## config.mk

```make
export PLATFORM = sky130hd
export DESIGN_NAME = touch_event_cluster_averager
export DESIGN_NICKNAME = d
export VERILOG_FILES = /design/src/rtl/tecavg_pkg.sv /design/src/rtl/tecavg_blend.sv /design/src/rtl/touch_event_cluster_averager.sv
export SDC_FILE = /design/constraint.sdc
export NUM_CORES = 1
export LEC_CHECK = 0
export BUFFER_PORTS_ARGS = -buffer_cell sky130_fd_sc_hd__clkbuf_2
export CAP_MARGIN = 20
export CORE_ASPECT_RATIO = 1.75
export CORE_UTILIZATION = 60
export CTS_BUF_LIST = sky130_fd_sc_hd__clkbuf_4
export DETAILED_ROUTE_END_ITERATION = 16
export GPL_TIMING_DRIVEN = 0
export HOLD_SLACK_MARGIN = 0.03
export PLACE_DENSITY = 0.79
export SYNTH_ARGS = -nofsm -noshare
export SYNTH_HDL_FRONTEND = slang
export SYNTH_SLANG_ARGS = --single-unit
```

## constraint.sdc

```tcl
create_clock -name clock -period 10.2 [get_ports clock]
set_input_delay 1.53 -clock clock [delete_from_list [all_inputs] [get_ports clock]]
set_output_delay 1.53 -clock clock [all_outputs]
set_load 0.02 [all_outputs]
```

## src/rtl/tecavg_pkg.sv

```systemverilog
package tecavg_pkg;

   // Detection time fields and the packed time code.
   localparam int HOUR_BITS        = 5;
   localparam int MINUTE_BITS      = 6;
   localparam int SECOND_BITS      = 6;
   localparam int TIME_FIELDS_BITS = HOUR_BITS + MINUTE_BITS + SECOND_BITS;
   localparam int TIME_BITS        = 18;
   localparam int TIME_CALC_BITS   = TIME_BITS + 1;
   localparam int HOUR_SCALE       = 10000;
   localparam int MINUTE_SCALE     = 100;

   // Configuration register widths, indexes and reset values.
   localparam int WINDOW_BITS     = 8;
   localparam int LIMIT_BITS      = 10;
   localparam int CAMERA_BITS     = 4;
   localparam int CSR_DATA_BITS   = 10;
   localparam int CSR_ADDR_BITS   = 2;

   localparam logic [CSR_ADDR_BITS-1:0] CSR_TIME_WINDOW     = 2'd0;
   localparam logic [CSR_ADDR_BITS-1:0] CSR_DISTANCE_LIMIT  = 2'd1;
   localparam logic [CSR_ADDR_BITS-1:0] CSR_MIN_VALID_COORD = 2'd2;
   localparam logic [CSR_ADDR_BITS-1:0] CSR_CAMERA_ID       = 2'd3;

   localparam logic [WINDOW_BITS-1:0] TIME_WINDOW_RESET     = 8'd3;
   localparam logic [LIMIT_BITS-1:0]  DISTANCE_LIMIT_RESET  = 10'd50;
   localparam logic [LIMIT_BITS-1:0]  MIN_VALID_COORD_RESET = 10'd10;
   localparam logic [CAMERA_BITS-1:0] CAMERA_ID_RESET       = 4'd1;

   // Item sequencer of the top level.
   typedef enum logic [8:0] {
      ST_IDLE        = 9'b000000001,
      ST_EVAL        = 9'b000000010,
      ST_DECIDE      = 9'b000000100,
      ST_EMIT_OLD    = 9'b000001000,
      ST_BLEND_TIME  = 9'b000010000,
      ST_BLEND_X     = 9'b000100000,
      ST_BLEND_Y     = 9'b001000000,
      ST_FLUSH_CHECK = 9'b010000000,
      ST_EMIT_FLUSH  = 9'b100000000
   } seq_state_type;

   // Serial multiply-then-divide unit.
   typedef enum logic [3:0] {
      BL_IDLE = 4'b0001,
      BL_MUL  = 4'b0010,
      BL_ADD  = 4'b0100,
      BL_DIV  = 4'b1000
   } blend_state_type;

endpackage

```

## src/rtl/tecavg_blend.sv

```systemverilog
// Serial weighted average: (old * (n - 1) + neu) / n, truncated.
// Shift-add multiply one multiplier bit a cycle, one add of neu, then a
// restoring division one quotient bit a cycle in the same register.
module tecavg_blend #(
   parameter int VAL_BITS = 18,
   parameter int CNT_BITS = 8
) (
   input  logic                clock,
   input  logic                reset,
   input  logic                start,
   input  logic [VAL_BITS-1:0] old_val,
   input  logic [VAL_BITS-1:0] neu_val,
   input  logic [CNT_BITS-1:0] count,
   output logic                done,
   output logic [VAL_BITS-1:0] result
);
   import tecavg_pkg::*;

   localparam int ACC_BITS  = VAL_BITS + CNT_BITS;
   localparam int STEP_MAX  = ((VAL_BITS > CNT_BITS) ? VAL_BITS : CNT_BITS) - 1;
   localparam int STEP_BITS = (STEP_MAX > 0) ? $clog2(STEP_MAX + 1) : 1;

   blend_state_type        state_ff, state_in;
   logic [ACC_BITS-1:0]    acc_ff, acc_in;
   logic [CNT_BITS-1:0]    mult_ff, mult_in;
   logic [CNT_BITS-1:0]    div_ff, div_in;
   logic [VAL_BITS-1:0]    old_ff, old_in;
   logic [VAL_BITS-1:0]    neu_ff, neu_in;
   logic [STEP_BITS-1:0]   step_ff, step_in;
   logic                   done_ff, done_in;

   logic [VAL_BITS:0]      mul_sum;
   logic [CNT_BITS:0]      partial;
   logic                   fits;
   logic [CNT_BITS:0]      reduced;
   logic [CNT_BITS-1:0]    rem_next;

   // Add the multiplicand into the upper half when the multiplier bit is set.
   assign mul_sum = {1'b0, acc_ff[ACC_BITS-1:CNT_BITS]}
                  + (mult_ff[0] ? {1'b0, old_ff} : '0);

   // Bring down the next dividend bit and try the subtraction.
   assign partial  = {acc_ff[ACC_BITS-1:VAL_BITS], acc_ff[VAL_BITS-1]};
   assign fits     = partial >= {1'b0, div_ff};
   assign reduced  = partial - {1'b0, div_ff};
   assign rem_next = fits ? reduced[CNT_BITS-1:0] : partial[CNT_BITS-1:0];

   always_comb begin
      state_in = state_ff;
      acc_in   = acc_ff;
      mult_in  = mult_ff;
      div_in   = div_ff;
      old_in   = old_ff;
      neu_in   = neu_ff;
      step_in  = step_ff;
      done_in  = 1'b0;
      case (state_ff)
         BL_IDLE: begin
            if (start) begin
               old_in   = old_val;
               neu_in   = neu_val;
               div_in   = count;
               mult_in  = count - CNT_BITS'(1);
               acc_in   = '0;
               step_in  = STEP_BITS'(CNT_BITS - 1);
               state_in = BL_MUL;
            end
         end
         BL_MUL: begin
            acc_in  = {mul_sum, acc_ff[CNT_BITS-1:1]};
            mult_in = mult_ff >> 1;
            if (step_ff == '0) begin
               state_in = BL_ADD;
            end else begin
               step_in = step_ff - STEP_BITS'(1);
            end
         end
         BL_ADD: begin
            acc_in   = acc_ff + ACC_BITS'(neu_ff);
            step_in  = STEP_BITS'(VAL_BITS - 1);
            state_in = BL_DIV;
         end
         BL_DIV: begin
            acc_in = {rem_next, acc_ff[VAL_BITS-2:0], fits};
            if (step_ff == '0) begin
               done_in  = 1'b1;
               state_in = BL_IDLE;
            end else begin
               step_in = step_ff - STEP_BITS'(1);
            end
         end
         default: begin
            state_in = BL_IDLE;
         end
      endcase
   end

   always_ff @(posedge clock) begin
      if (reset) begin
         state_ff <= BL_IDLE;
         done_ff  <= 1'b0;
      end else begin
         state_ff <= state_in;
         done_ff  <= done_in;
      end
      acc_ff  <= acc_in;
      mult_ff <= mult_in;
      div_ff  <= div_in;
      old_ff  <= old_in;
      neu_ff  <= neu_in;
      step_ff <= step_in;
   end

   assign done   = done_ff;
   assign result = acc_ff[VAL_BITS-1:0];

endmodule

```

## src/rtl/touch_event_cluster_averager.sv

```systemverilog
// Channel  | Direction | Beat contents (tdata from bit 0 up)            | tlast
// ---------+-----------+------------------------------------------------+--------------
// req_     | in        | hours, minutes, seconds, point_x, point_y      | end_of_stream
// rsp_     | out       | cluster_time, cluster_x, cluster_y, camera     | last_of_run
// csr_     | in        | write only: csr_addr selects, csr_wdata holds  | -
//
// One detection is in flight at a time: req_tready is low while the sequencer starts,
// drops, merges or emits it. A merge runs three serial blends (time, x, y) on one shared
// unit. rsp_ has one output register: accept the next detection while a finished cluster
// waits; hold the sequencer only when a further result is due first. Reset is synchronous,
// restores the configuration and control registers and empties the held cluster.
module touch_event_cluster_averager #(
   parameter int MAX_COUNT  = 255,
   parameter int COORD_BITS = 10
) (
   input  logic clock,
   input  logic reset,

   input  logic req_tvalid,
   output logic req_tready,
   // hours, minutes, seconds, point_x, point_y, zero fill
   input  logic [((tecavg_pkg::TIME_FIELDS_BITS + 2*COORD_BITS + 7)/8)*8-1:0] req_tdata,
   input  logic req_tlast,

   output logic rsp_tvalid,
   input  logic rsp_tready,
   // cluster_time, cluster_x, cluster_y, camera, zero fill
   output logic [((tecavg_pkg::TIME_BITS + 2*COORD_BITS + tecavg_pkg::CAMERA_BITS
                  + 7)/8)*8-1:0] rsp_tdata,
   output logic rsp_tlast,

   input  logic                                  csr_we,
   input  logic [tecavg_pkg::CSR_ADDR_BITS-1:0]  csr_addr,
   input  logic [tecavg_pkg::CSR_DATA_BITS-1:0]  csr_wdata
);
   import tecavg_pkg::*;

   localparam int CNT_BITS  = $clog2(MAX_COUNT + 1);
   localparam int GAP_BITS  = (COORD_BITS > LIMIT_BITS) ? COORD_BITS : LIMIT_BITS;
   localparam int RSP_BITS  = ((TIME_BITS + 2*COORD_BITS + CAMERA_BITS + 7)/8)*8;
   localparam int X_LSB     = TIME_FIELDS_BITS;
   localparam int Y_LSB     = TIME_FIELDS_BITS + COORD_BITS;

   // Configuration.
   logic [WINDOW_BITS-1:0]  time_window_ff;
   logic [LIMIT_BITS-1:0]   distance_limit_ff;
   logic [LIMIT_BITS-1:0]   min_valid_ff;
   logic [CAMERA_BITS-1:0]  camera_id_ff;

   // Sequencer and held cluster.
   seq_state_type           state_ff, state_in;
   logic                    held_valid_ff, held_valid_in;
   logic [TIME_BITS-1:0]    held_time_ff, held_time_in;
   logic [COORD_BITS-1:0]   held_x_ff, held_x_in;
   logic [COORD_BITS-1:0]   held_y_ff, held_y_in;
   logic [CNT_BITS-1:0]     count_ff, count_in;
   logic [TIME_BITS-1:0]    last_time_ff, last_time_in;

   // Accepted detection.
   logic [TIME_BITS-1:0]    det_time_ff, det_time_in;
   logic [COORD_BITS-1:0]   det_x_ff, det_x_in;
   logic [COORD_BITS-1:0]   det_y_ff, det_y_in;
   logic                    det_eos_ff, det_eos_in;

   // Output register.
   logic                    rsp_valid_ff, rsp_valid_in;
   logic [TIME_BITS-1:0]    rsp_time_ff, rsp_time_in;
   logic [COORD_BITS-1:0]   rsp_x_ff, rsp_x_in;
   logic [COORD_BITS-1:0]   rsp_y_ff, rsp_y_in;
   logic [CAMERA_BITS-1:0]  rsp_camera_ff, rsp_camera_in;
   logic                    rsp_last_ff, rsp_last_in;

   // Blend unit hookup.
   logic                    blend_start;
   logic [TIME_BITS-1:0]    blend_old;
   logic [TIME_BITS-1:0]    blend_neu;
   logic [CNT_BITS-1:0]     blend_count;
   logic                    blend_done;
   logic [TIME_BITS-1:0]    blend_result;

   logic [HOUR_BITS-1:0]      req_hours;
   logic [MINUTE_BITS-1:0]    req_minutes;
   logic [SECOND_BITS-1:0]    req_seconds;
   logic [TIME_CALC_BITS-1:0] time_sum;
   logic [TIME_BITS-1:0]      time_sat;

   logic signed [TIME_BITS:0] time_diff;
   logic signed [TIME_BITS:0] window_ext;
   logic                      in_window;
   logic [COORD_BITS-1:0]     gap_x;
   logic [COORD_BITS-1:0]     gap_y;
   logic                      near;
   logic                      held_low;
   logic [CNT_BITS:0]         count_inc;
   logic [CNT_BITS-1:0]       count_sat;
   logic                      rsp_free;

   // Build the time code at the input and clamp it to the code width.
   assign req_hours   = req_tdata[HOUR_BITS-1:0];
   assign req_minutes = req_tdata[HOUR_BITS +: MINUTE_BITS];
   assign req_seconds = req_tdata[HOUR_BITS + MINUTE_BITS +: SECOND_BITS];
   assign time_sum    = TIME_CALC_BITS'(req_hours) * TIME_CALC_BITS'(HOUR_SCALE)
                      + TIME_CALC_BITS'(req_minutes) * TIME_CALC_BITS'(MINUTE_SCALE)
                      + TIME_CALC_BITS'(req_seconds);
   assign time_sat    = time_sum[TIME_BITS] ? '1 : time_sum[TIME_BITS-1:0];

   // Decisions against the held cluster (after any replacement).
   assign time_diff  = $signed({1'b0, det_time_ff}) - $signed({1'b0, held_time_ff});
   assign window_ext = $signed((TIME_BITS + 1)'(time_window_ff));
   assign in_window  = time_diff < window_ext;
   assign gap_x      = (held_x_ff > det_x_ff) ? held_x_ff - det_x_ff : det_x_ff - held_x_ff;
   assign gap_y      = (held_y_ff > det_y_ff) ? held_y_ff - det_y_ff : det_y_ff - held_y_ff;
   assign near       = (GAP_BITS'(gap_x) < GAP_BITS'(distance_limit_ff))
                    || (GAP_BITS'(gap_y) < GAP_BITS'(distance_limit_ff));
   assign held_low   = (GAP_BITS'(held_x_ff) < GAP_BITS'(min_valid_ff))
                    || (GAP_BITS'(held_y_ff) < GAP_BITS'(min_valid_ff));

   // Saturating merge count.
   assign count_inc = {1'b0, count_ff} + (CNT_BITS + 1)'(1);
   assign count_sat = (count_inc > (CNT_BITS + 1)'(MAX_COUNT)) ? CNT_BITS'(MAX_COUNT)
                                                              : count_inc[CNT_BITS-1:0];

   assign rsp_free   = !rsp_valid_ff || rsp_tready;
   assign req_tready = (state_ff == ST_IDLE);

   always_comb begin
      state_in      = state_ff;
      held_valid_in = held_valid_ff;
      held_time_in  = held_time_ff;
      held_x_in     = held_x_ff;
      held_y_in     = held_y_ff;
      count_in      = count_ff;
      last_time_in  = last_time_ff;
      det_time_in   = det_time_ff;
      det_x_in      = det_x_ff;
      det_y_in      = det_y_ff;
      det_eos_in    = det_eos_ff;
      rsp_valid_in  = rsp_valid_ff;
      rsp_time_in   = rsp_time_ff;
      rsp_x_in      = rsp_x_ff;
      rsp_y_in      = rsp_y_ff;
      rsp_camera_in = rsp_camera_ff;
      rsp_last_in   = rsp_last_ff;
      blend_start   = 1'b0;
      blend_old     = '0;
      blend_neu     = '0;
      blend_count   = count_ff;

      // Drop the output beat once taken; a load below may refill it.
      if (rsp_valid_ff && rsp_tready) begin
         rsp_valid_in = 1'b0;
      end

      case (state_ff)
         ST_IDLE: begin
            if (req_tvalid) begin
               det_time_in = time_sat;
               det_x_in    = req_tdata[X_LSB +: COORD_BITS];
               det_y_in    = req_tdata[Y_LSB +: COORD_BITS];
               det_eos_in  = req_tlast;
               state_in    = ST_EVAL;
            end
         end
         ST_EVAL: begin
            if (!held_valid_ff) begin
               // Start a fresh cluster.
               held_time_in  = det_time_ff;
               held_x_in     = det_x_ff;
               held_y_in     = det_y_ff;
               count_in      = CNT_BITS'(1);
               held_valid_in = 1'b1;
               state_in      = ST_FLUSH_CHECK;
            end else begin
               // Replace a held point that sits too close to the edge; keep the count.
               if (held_low) begin
                  held_time_in = det_time_ff;
                  held_x_in    = det_x_ff;
                  held_y_in    = det_y_ff;
               end
               state_in = ST_DECIDE;
            end
         end
         ST_DECIDE: begin
            if (in_window) begin
               if (near) begin
                  count_in    = count_sat;
                  blend_start = 1'b1;
                  blend_old   = held_time_ff;
                  blend_neu   = det_time_ff;
                  blend_count = count_sat;
                  state_in    = ST_BLEND_TIME;
               end else begin
                  state_in = ST_FLUSH_CHECK;
               end
            end else begin
               state_in = ST_EMIT_OLD;
            end
         end
         ST_EMIT_OLD: begin
            // Emit the held cluster, then start a new one from the detection.
            if (rsp_free) begin
               rsp_valid_in  = 1'b1;
               rsp_time_in   = held_time_ff;
               rsp_x_in      = held_x_ff;
               rsp_y_in      = held_y_ff;
               rsp_camera_in = camera_id_ff;
               rsp_last_in   = !(det_eos_ff && (det_time_ff != held_time_ff));
               last_time_in  = held_time_ff;
               held_time_in  = det_time_ff;
               held_x_in     = det_x_ff;
               held_y_in     = det_y_ff;
               count_in      = CNT_BITS'(1);
               state_in      = ST_FLUSH_CHECK;
            end
         end
         ST_BLEND_TIME: begin
            if (blend_done) begin
               held_time_in = blend_result;
               blend_start  = 1'b1;
               blend_old    = TIME_BITS'(held_x_ff);
               blend_neu    = TIME_BITS'(det_x_ff);
               state_in     = ST_BLEND_X;
            end
         end
         ST_BLEND_X: begin
            if (blend_done) begin
               held_x_in   = blend_result[COORD_BITS-1:0];
               blend_start = 1'b1;
               blend_old   = TIME_BITS'(held_y_ff);
               blend_neu   = TIME_BITS'(det_y_ff);
               state_in    = ST_BLEND_Y;
            end
         end
         ST_BLEND_Y: begin
            if (blend_done) begin
               held_y_in = blend_result[COORD_BITS-1:0];
               state_in  = ST_FLUSH_CHECK;
            end
         end
         ST_FLUSH_CHECK: begin
            if (det_eos_ff) begin
               if (held_time_ff != last_time_ff) begin
                  state_in = ST_EMIT_FLUSH;
               end else begin
                  held_valid_in = 1'b0;
                  state_in      = ST_IDLE;
               end
            end else begin
               state_in = ST_IDLE;
            end
         end
         ST_EMIT_FLUSH: begin
            // Flush the held cluster at the end of the stream.
            if (rsp_free) begin
               rsp_valid_in  = 1'b1;
               rsp_time_in   = held_time_ff;
               rsp_x_in      = held_x_ff;
               rsp_y_in      = held_y_ff;
               rsp_camera_in = camera_id_ff;
               rsp_last_in   = 1'b1;
               last_time_in  = held_time_ff;
               held_valid_in = 1'b0;
               state_in      = ST_IDLE;
            end
         end
         default: begin
            state_in = ST_IDLE;
         end
      endcase
   end

   tecavg_blend #(
      .VAL_BITS (TIME_BITS),
      .CNT_BITS (CNT_BITS)
   ) u_blend (
      .clock   (clock),
      .reset   (reset),
      .start   (blend_start),
      .old_val (blend_old),
      .neu_val (blend_neu),
      .count   (blend_count),
      .done    (blend_done),
      .result  (blend_result)
   );

   // Configuration writes.
   always_ff @(posedge clock) begin
      if (reset) begin
         time_window_ff    <= TIME_WINDOW_RESET;
         distance_limit_ff <= DISTANCE_LIMIT_RESET;
         min_valid_ff      <= MIN_VALID_COORD_RESET;
         camera_id_ff      <= CAMERA_ID_RESET;
      end else if (csr_we) begin
         case (csr_addr)
            CSR_TIME_WINDOW:     time_window_ff    <= csr_wdata[WINDOW_BITS-1:0];
            CSR_DISTANCE_LIMIT:  distance_limit_ff <= csr_wdata[LIMIT_BITS-1:0];
            CSR_MIN_VALID_COORD: min_valid_ff      <= csr_wdata[LIMIT_BITS-1:0];
            CSR_CAMERA_ID:       camera_id_ff      <= csr_wdata[CAMERA_BITS-1:0];
            default: begin
            end
         endcase
      end
   end

   always_ff @(posedge clock) begin
      if (reset) begin
         state_ff      <= ST_IDLE;
         held_valid_ff <= 1'b0;
         count_ff      <= '0;
         last_time_ff  <= '0;
         rsp_valid_ff  <= 1'b0;
      end else begin
         state_ff      <= state_in;
         held_valid_ff <= held_valid_in;
         count_ff      <= count_in;
         last_time_ff  <= last_time_in;
         rsp_valid_ff  <= rsp_valid_in;
      end
      held_time_ff  <= held_time_in;
      held_x_ff     <= held_x_in;
      held_y_ff     <= held_y_in;
      det_time_ff   <= det_time_in;
      det_x_ff      <= det_x_in;
      det_y_ff      <= det_y_in;
      det_eos_ff    <= det_eos_in;
      rsp_time_ff   <= rsp_time_in;
      rsp_x_ff      <= rsp_x_in;
      rsp_y_ff      <= rsp_y_in;
      rsp_camera_ff <= rsp_camera_in;
      rsp_last_ff   <= rsp_last_in;
   end

   assign rsp_tvalid = rsp_valid_ff;
   assign rsp_tlast  = rsp_last_ff;
   assign rsp_tdata  = RSP_BITS'({rsp_camera_ff, rsp_y_ff, rsp_x_ff, rsp_time_ff});

endmodule
```

==> results of run 1 <==
[area by class of cell]
cell class | count | area, um2 | area share
Multi-Input combinational cell | 1421 | 10480 | 0.5010
Sequential cell | 277 | 7577 | 0.3622
Clock buffer | 93 | 698.2 | 0.03337
Inverter | 173 | 649.4 | 0.03104
Timing Repair Buffer | 102 | 560.5 | 0.02679
Tap cell | 391 | 489.2 | 0.02339
Buffer | 71 | 312.8 | 0.01495
Clock inverter | 24 | 147.6 | 0.007057
Antenna cell | 2 | 5.005 | 0.0002392
[state kept, by name, summed over array words and instances (netlist names), 10 cells and up]
name and flops:
rsp_x_ff 10, held_y_ff 10, rsp_y_ff 10, last_time_ff 18
det_x_ff 10, u_blend.acc_ff 26, rsp_time_ff 18, u_blend.neu_ff 18
det_time_ff 18, held_x_ff 10, min_valid_ff 10, held_time_ff 18
distance_limit_ff 10, det_y_ff 10, u_blend.old_ff 18
[path summary, 6_finish.rpt]
path / end / cells past startpoint / slack, ps
worst max-delay path: u_blend.mult_ff[4] / 30 / 2740
worst min-delay path: rsp_camera_ff[3] / 0 / 440
worst max register to register: u_blend.mult_ff[4] / 30 / 2740
worst min register to register: rsp_camera_ff[3] / 0 / 440
[worst max-delay path: cells and delay by family (launching register included)]
kind / cells / cell delay (ps)
AOI/OAI and AO/OA: 16 / 3740
adders and majority gates: 4 / 1120
xor gates and xnor gates: 2 / 610
DFF: 1 / 520
buffers and inverters: 4 / 480
and+or+nand+nor: 3 / 430
muxes: 1 / 260
[per-layer routing]
metal  global-route usage  share of wire  vias to the layer above
met5                    0              0                        -
met4               0.3051          0.095                        0
met3              0.05758          0.057                      233
met2               0.6021           0.51                      626
met1               0.3371           0.34                     7449
li1                     -              -                     7421
[placed cells by master, fill, tap and decap left out, drive strengths merged, types with 9 or more instances in the layout]
master and count:
mux2i 23, clkinv 19, fa 16, nand3 35, nor2b 20, o221ai 9, nor3 20, xnor2 69
nand2b 16, buf 20, edfxtp 203, a21o 62, nor2 107, o21ai 96, o21bai 23, clkbuf 246
ha 212, a31oi 11, a211oi 12, nand4 21, a21oi 160, and3 10, dfxtp 74, a22oi 18
mux2 25, a22o 32, nand2 177, xor2 45, inv 176, o21a 14, a211o 12, and2 37
o211ai 11
[kinds of logic after synthesis]
family,share of synthesized area
adders and majority gates,0.1565
AOI/OAI and AO/OA,0.1890
DFF,0.3989
xor gates and xnor gates,0.05257
buffers and inverters,0.05059
and+or+nand+nor,0.1251
other,0.0001974
muxes,0.02714
[report_power, final]
part	total (mW)	internal [mW]	switching, mW
registers	1.39	1.31	0.0818
logic	1.16	0.477	0.687
clock network	0.931	0.474	0.457
==> key figures, run 1 <==
Hold path
  – Min-delay src: camera_id_ff[3]
  – Hold Crit Class: flip-flop to flip-flop

Clocking
  – Worst-path clk slew: around 80 ps
  – Total setup buffers inserted after CTS: 0
  – Hold Buf Count CTS: 0
  – Clock tree sinks: 277
  – Inserted Clock Buffers: 68
  – Worst-case clock buffer depth: 3
  – CTS tree: built
  – CTS H-tree depth: 3
  – Root buffer cell: clkbuf_4
  – Post-CTS Resized: 0
  – Clock insertion delay at the later pin of the skew report: 780 ps

Routing
  – DRC violations left: 0
  – Drt total wl: 53890 um
  – Drt first pass iters: 6
  – Vias: 15.73k
  – Per-cell routed wire length: ~21 um
  – Post-DRT Antenna Nets: 0
  – Drt first-iter violations: 1003
  – Vias per cell: 6.159

Global routing
  – Vias in the first global route: 15.78k
  – Global-route wire length before repair: 82480 um
  – Antenna violations before repair: 1
  – GRT Residual Overflow: 0
  – Pin count of the biggest net entering global routing: 45
  – Overall routing resource usage: 0.3419

Setup path
  – Crit path max-delay cell type: edfxtp_1
  – Worst setup EP type: flip-flop
  – Crit path launch type: flip-flop
  – Kind of critical path: flip-flop to flip-flop
  – Critical Path AT: 7980 ps
  – Largest stage delay, worst path: between 500 and 600 ps
  – Crit path max fanout: 10
  – Crit path launch: held_x_ff[0]
  – Launching point of the worst reg2reg path: held_x_ff[0]
  – Critical Path RT: 10720 ps

Timing
  – Worst hold slack: 444.1 ps
  – Final period util: 0.7313
  – Worst-margin pin slew: ~1100 ps
  – Final Hold Vio Count: 0
  – Setup violators final: 0
  – Max-slew violation count: 0
  – Max frequency: 0.1341 GHz
  – Final TNS setup: 0 ps
  – Clock Skew: a little under 60 ps
  – Post-route setup slack: 2741 ps
  – Tmin final: ~7500 ps
  – RSZ-0062 raised after global routing: false
  – Worst slew margin: 0.2909

Logic synthesis
  – Post-synth top area cell: edfxtp_1
  – Distinct cells, synth: 92
  – Top post-synthesis cells by count: ha_1 (212), edfxtp_1 (203), nand2_1 (176)
  – Main area contributors after synthesis: edfxtp_1 (32%), ha_1 (14%), dfxtp_1 (7.8%)
  – Cell count after synthesis: 1937
  – Post-synthesis sequential area ratio: 0.3989
  – YS warnings: 0
  – Synth Flop Type: edfxtp_1
  – Syn avg cell area: 9.806 um2
  – Register bit total from synthesis: 277
  – EDFF count, synth: 203
  – Syn Std Cell Area: about 19000 um2
  – Ys async rst share: 0
  – Top-count cell post-synth: ha_1
  – Yosys top cell area share: 0.3209

Floorplanning
  – Die Wd: 136.5 um
  – Core area: 30950 um2
  – Die height: 237.4 um
  – Initial Util: 0.6137
  – Die area: 32400 um2
  – FP Rows: 85
  – I/O pins: roughly 110

Layout
  – Non-filler instance count after layout: between 2k and 3k
  – Nets: between 2k and 2.5k
  – Share of layout cells above drive strength 1: 0.1277
  – Fill cell count: 2445
  – Fin area: 20920 um2
  – Area growth, synth to finish: 10.14%
  – Final core utilization: 0.6760

Placement
  – Placed cells: between 2k and 2.5k
  – Post-DP HPWL: 42380 um
  – Pre-CTS setup slack: 2946 ps
  – DP Area: around 20000 um2
  – Placer congestion estimate: slightly below 1
  – Port bufs: 98

Power and ir drop
  – Leakage: 8.904 nW
  – Maximum vdd drop: 0.1424 mV
  – Final Power: 3.483 mW
  – Pwr dens: 166.5 nW/um2

Status
  – Status: complete, no violations

Job
  – Max_cap viols: 0
No activity file was read; power rests on OpenSTA's default activity.
==> inputs of run 2 (changes only) <==
- clock period: 10.2 -> 7.1 ns (I/O delays scaled with it)
==> run 2 against run 1 <==
Effect of this change:
- flip-flop and latch count unchanged
- die area unchanged
- global-route usage is essentially flat
- clock-buffer cell count unchanged
- critical path type unchanged
- non-clock buffer count up 3
- largest cell class unchanged
- highest routed layer unchanged
==> key figures, run 2 (synthesis results as in run 1) <==
Floorplanning
  – FP Rows: 85
  – I/O pins: 109
  – Die height: 237.4 um
  – Initial Util: 0.6137
  – Die area: 32400 um2
  – Core area: 30950 um2
  – Die Wd: 136.5 um

Setup path
  – CP delay by family, top: compound AO/OA/AOI/OAI gates
  – Kind of critical path: flip-flop to flip-flop
  – Worst r2r dst: u_blend.mult_ff[4]
  – Crit path max-delay cell type: a2111o_1
  – R2R cell count: 30
  – Critical path depth: 30
  – Critical Path AT: approximately 7300 ps
  – Largest stage delay, worst path: 440 ps
  – Crit path max fanout: 10
  – Critical Path RT: 7620 ps
  – Launching point of the worst reg2reg path: held_x_ff[0]
  – Worst setup EP type: flip-flop
  – Buffers and inverters on the worst path: 4
  – FF-to-FF setup slack: 340 ps
  – Crit path launch type: flip-flop

Placement
  – Post-DP HPWL: between 40000 and 50000 um
  – DP Area: 20070 um2
  – Placer congestion estimate: 0.9622
  – Port bufs: 98

Timing
  – Clock Skew: approximately 56 ps
  – Max-slew violation count: 0
  – Setup violators final: 0
  – Worst hold slack: about 450 ps
  – Tmin final: 6757 ps
  – RSZ-0062 raised after global routing: false
  – Final Hold Vio Count: 0
  – Worst-margin pin slew: 1035 ps
  – Final period util: 0.9518
  – Max frequency: 0.1480 GHz
  – Worst slew margin: 0.3097

Layout
  – Fill cell count: 2447
  – Area of the multi-input gates: 10500 um2
  – Fin area: 20960 um2
  – Area growth, synth to finish: 10.36%
  – Most frequent cells in the layout: ha_1 (212), edfxtp_1 (203), nand2_1 (176)
  – Storage cell area: 7577 um2
  – Share of layout cells above drive strength 1: 0.1308
  – Nets: 2403
  – Most common cell after layout, fill and taps aside: ha_1
  – Most flops, register: u_blend.acc_ff
  – Max FFs per register: 26

Hold path
  – Worst Hold Endpoint: rsp_camera_ff[3]
  – Min-delay src: camera_id_ff[3]
  – Hold Crit Class: flip-flop to flip-flop
  – Worst Hold Depth: 0

Clocking
  – CTS H-tree depth: 3
  – CTS tree: built
  – Worst-case clock buffer depth: 3
  – Worst-path clk slew: approximately 80 ps
  – Inserted Clock Buffers: 68
  – Root buffer cell: clkbuf_4
  – Hold Buf Count CTS: 0
  – Clock tree sinks: 277
  – Clock insertion delay at the later pin of the skew report: 770 ps

Routing
  – Drt first-iter violations: 1009
  – Drt first pass iters: 5
  – Drt total wl: 53740 um
  – Per-cell routed wire length: 21.01 um
  – Vias per cell: 6.145
  – Vias: 15.71k
  – Post-DRT Antenna Nets: 0
  – DRC violations left: 0

Power and ir drop
  – Int Pwr: 3.246 mW
  – Register share of total power: 0.398
  – Sw power: 1.763 mW
  – Combinational Power Share: 0.335
  – Clk pwr share: 0.267
  – Sw Share: 0.3519
  – Leakage: 8.925 nW
  – Maximum vdd drop: 0.2052 mV
  – Pwr dens: 239.0 nW/um2

Global routing
  – Global-route wire length before repair: 82520 um
  – Vias in the first global route: 15.79k
  – Pin count of the biggest net entering global routing: 45
  – Antenna violations before repair: 1
  – GRT Residual Overflow: 0
  – Overall routing resource usage: 0.3421

Status
  – Status: complete, no violations

Job
  – Max_cap viols: 0
==> run 2: changes by cell type in the layout (fill, tap and decap cells not counted), sizes merged <==
cell,before,now
buf,20,23
==> run 2: through the flow <==
step / TNS [ps] / utilization / worst slack [ps] / power [mW] / instances
2_1_floorplan: 0 / - / 1121 / 3.197 / 1942
3_3_place_gp: -16390 / 0.6460 / -359.1 / 3.619 / 2431
3_5_place_dp: -271.7 / 0.6485 / -154.2 / 3.667 / 2435
4_1_cts: 0 / 0.6763 / 49.95 / 5.008 / 2553
5_1_grt: 0 / 0.6772 / 46.02 / 5.296 / 2556
6_report: 0 / 0.6773 / 342.5 / 5.009 / 2557
==> run 2: repair_timing <==
action                                  CTS  global route
buffers inserted                          1             2
endpoints found under the setup margin    2            46
resized for setup                         1             5
pin swaps                                 1             1
==> run 2: layout make-up <==
type / count / area share
plain buffers: 71 / 0.01498
well taps: 391 / 0.02334
diodes: 2 / 0.0002388
multi-input cells: 1421 / 0.5008
repair buffers: 105 / 0.02782
clock inverters: 24 / 0.007044
inverters: 173 / 0.03098
flip-flops and latches: 277 / 0.3615
clock buffers: 93 / 0.03331
==> run 2: per-layer routing <==
layer,track usage,part of all wire,up-vias
met3,0.06014,0.054,247
met2,0.6013,0.51,602
met5,0,0,-
met1,0.3356,0.34,7444
met4,0.3081,0.098,0
li1,-,-,7421
==> run 2: power groups by stage <==
| stage | clock, mW | sequential, mW | combinational [mW] |
|---|---|---|---|
| after floorplan | 0 | 1.96 | 1.24 |
| after global placement | 0 | 2.03 | 1.59 |
| after detailed placement | 0 | 2.03 | 1.64 |
| after CTS | 1.36 | 1.99 | 1.66 |
| after global routing | 1.43 | 2.00 | 1.86 |
| final | 1.34 | 1.99 | 1.68 |
==> run 2: how the worst max path moves through the flow <==
stage / startpoint / endpoint / slack [ps]
2_1_floorplan: held_x_ff[0] / u_blend.step_ff[0] / 1120
4_1_cts: held_x_ff[1] / u_blend.mult_ff[4] / 50
6_report: held_x_ff[0] / u_blend.mult_ff[4] / 340
5_1_grt: held_x_ff[0] / u_blend.mult_ff[4] / 50
3_3_place_gp: held_x_ff[0] / u_blend.step_ff[1] / -360
3_5_place_dp: held_x_ff[0] / u_blend.mult_ff[4] / -150
==> run 2: worst register-to-register path: cells and delay by family (launching register included) <==
| family | cells | cell delay [ps] |
|---|---|---|
| muxes | 1 | 260 |
| AOI/OAI and AO/OA | 16 | 3450 |
| DFF | 1 | 400 |
| buffers and inverters | 4 | 420 |
| xor gates and xnor gates | 2 | 480 |
| adders and majority gates | 4 | 1070 |
| and+or+nand+nor | 3 | 430 |
==> inputs of run 3 (changes only) <==
- PLACE_DENSITY: 0.79 -> not set
- PLACE_DENSITY_LB_ADDON: not set -> 0.05
- clock period: 7.1 -> 6.7 ns (I/O delays scaled with it)
==> run 3 against run 2 <==
Effect of this change:
- design area grew 1.1%
- hold slack lost 65 ps
- first-iteration DRC count shrank 15%
- critical path depth shrank 2
- critical endpoint unchanged
- largest cell class unchanged
==> key figures, run 3 (synthesis results as in run 1) <==
Global routing
  – GRT Residual Overflow: 0
  – Vias in the first global route: 16.09k
  – GR met3 Demand/Resource: 0.05609
  – Met2 Usage GRT: 0.6344
  – Met1 GRT Util: 0.3596
  – Pin count of the biggest net entering global routing: 40
  – Antenna violations before repair: 2
  – GRT busiest layer: met2
  – Global-route wire length before repair: 86660 um
  – Overall routing resource usage: 0.3604

Floorplanning
  – Die height: 237.4 um
  – Die area: 32400 um2
  – I/O pins: about 110
  – Core area: 30950 um2
  – Die Wd: 136.5 um
  – FP Rows: 85
  – Initial Util: 0.6137

Layout
  – Share of layout cells above drive strength 1: 0.1435
  – Area growth, synth to finish: 11.57%
  – Non-filler instance count after layout: between 2k and 3k
  – Most frequent cells in the layout: ha_1 (211), edfxtp_1 (203), nand2_1 (175)
  – Most flops, register: u_blend.acc_ff
  – Fin area: 21190 um2
  – Max FFs per register: 26
  – Fill cell count: 2544
  – Nets: 2417
  – Most common cell after layout, fill and taps aside: ha_1

Setup path
  – Largest stage delay, worst path: 550 ps
  – Launching point of the worst reg2reg path: held_x_ff[2]
  – Critical Path RT: roughly 7300 ps
  – FF-to-FF setup slack: 250 ps
  – Buffers and inverters on the worst path: 4
  – Crit path max-delay cell type: edfxtp_1
  – Kind of critical path: flip-flop to flip-flop
  – CP delay by family, top: compound AO/OA/AOI/OAI gates
  – Crit path launch type: flip-flop
  – Crit path max fanout: 10
  – R2R cell count: 28
  – Worst r2r dst: u_blend.mult_ff[4]
  – Critical Path AT: about 7000 ps
  – Worst setup EP type: flip-flop
  – Critical path depth: 28

Routing
  – DRC violations left: 0
  – Vias: 15.75k
  – Vias per cell: 6.101
  – Drt total wl: 56550 um
  – Drt first pass iters: 6
  – Drt first-iter violations: approximately 860
  – Per-cell routed wire length: 21.91 um
  – Post-DRT Antenna Nets: 0

Power and ir drop
  – Clk pwr share: 0.273
  – Sw Share: 0.3595
  – Maximum vdd drop: 0.2214 mV
  – Leakage: 9.033 nW
  – Pwr dens: 257.4 nW/um2
  – Sw power: 1.961 mW
  – Int Pwr: roughly 3.5 mW
  – Register share of total power: 0.391
  – Combinational Power Share: 0.336

Clocking
  – Worst-case clock buffer depth: 3
  – Inserted Clock Buffers: slightly below 70
  – CTS tree: built
  – Clock insertion delay at the later pin of the skew report: 800 ps
  – Worst-path clk slew: around 70 ps
  – Root buffer cell: clkbuf_4
  – CTS H-tree depth: 3
  – Clock tree sinks: around 280

Timing
  – Worst slew margin: 0.2587
  – Final Hold Vio Count: 0
  – Final period util: 0.9632
  – Final TNS setup: 0 ps
  – Clock Skew: 68.22 ps
  – Post-route setup slack: 246.4 ps
  – Max-slew violation count: 0
  – RSZ-0062 raised after global routing: false
  – Max frequency: 0.1550 GHz
  – Worst-margin pin slew: 1112 ps
  – Tmin final: about 6500 ps
  – Setup violators final: 0

Hold path
  – Min-delay src: req_tdata[30]
  – Worst Hold Depth: 1
  – Worst Hold Endpoint: det_y_ff[3]
  – Hold Crit Class: input pin to flip-flop

Status
  – Status: complete, no violations

Placement
  – Pre-CTS setup slack: -650.2 ps
  – Placer congestion estimate: 0.9556
  – Placed cells: 2435
  – Post-DP HPWL: 43600 um
  – DP Area: 20080 um2
  – Port bufs: a little under 100

Job
  – Max_cap viols: 0
==> run 3: cell types whose count changed in the layout (fill, tap and decap cells not counted), moves of 2 or more <==
| cell | delta |
|---|---|
| o21ai_2 | +2 |
| clkinv_1 | +4 |
| clkbuf_4 | +10 |
| buf_4 | +13 |
| clkbuf_1 | -2 |
| clkinv_2 | -3 |
==> run 3: worst max-delay path by stage <==
stage                     slack, ps            endpoint         start
after floorplan                 720  u_blend.step_ff[0]  held_x_ff[0]
after global placement         -920  u_blend.step_ff[2]  held_x_ff[0]
after detailed placement       -650  u_blend.step_ff[2]  held_x_ff[0]
after CTS                        60  u_blend.mult_ff[4]  held_x_ff[0]
after global routing             30  u_blend.mult_ff[4]  held_x_ff[2]
final                           250  u_blend.mult_ff[4]  held_x_ff[2]
==> run 3: area by class of cell <==
| class | count | area (um2) | share of cell area |
|---|---|---|---|
| Multi-Input combinational cell | 1421 | 10550 | 0.4980 |
| Sequential cell | 277 | 7577 | 0.3576 |
| Clock buffer | 102 | 765.7 | 0.03613 |
| Timing Repair Buffer | 119 | 700.7 | 0.03306 |
| Inverter | 173 | 649.4 | 0.03064 |
| Tap cell | 391 | 489.2 | 0.02309 |
| Buffer | 70 | 317.8 | 0.01500 |
| Clock inverter | 26 | 133.9 | 0.006318 |
| Antenna cell | 2 | 5.005 | 0.0002362 |
==> run 3: repair_timing <==
action	4_1_cts	5_1_grt
hold buffers	0	0
setup endpoints to repair	40	93
resized for setup	7	16
buffers inserted	12	5
pin swaps	2	3
==> run 3: power by group through the flow <==
stage	Sequential (mW)	Combinational, mW	Clock [mW]
2_1_floorplan	2.08	1.31	0
3_3_place_gp	2.17	1.70	0
3_5_place_dp	2.17	1.74	0
4_1_cts	2.13	1.78	1.50
5_1_grt	2.13	2.03	1.59
6_report	2.13	1.83	1.49
==> run 3: per-layer routing <==
layer	wire [um]	vias up
met2	28580	575
met4	5465	0
met1	19700	7468
met5	0	-
met3	2811	249
li1	-	7455
==> run 3: per-stage QoR <==
stage | util | power [mW] | hold WS [ps]
after floorplan | - | 3.388 | 408.0
after global placement | 0.6460 | 3.867 | 418.5
after detailed placement | 0.6489 | 3.906 | 422.8
after CTS | 0.6817 | 5.401 | 366.8
after global routing | 0.6847 | 5.751 | 363.5
final | 0.6847 | 5.455 | 380.7
==> run 3: worst reg2reg max path: cells and delay by family (launching register included) <==
| kind | cells | cell delay (ps) |
|---|---|---|
| AO/OA/AOI/OAI | 14 | 2630 |
| adder cells (fa/ha/maj) | 3 | 910 |
| buffers and inverters | 4 | 720 |
| flip-flops | 1 | 550 |
| multiplexers | 2 | 540 |
| XOR/XNOR | 2 | 500 |
| AND/OR/NAND/NOR | 3 | 370 |
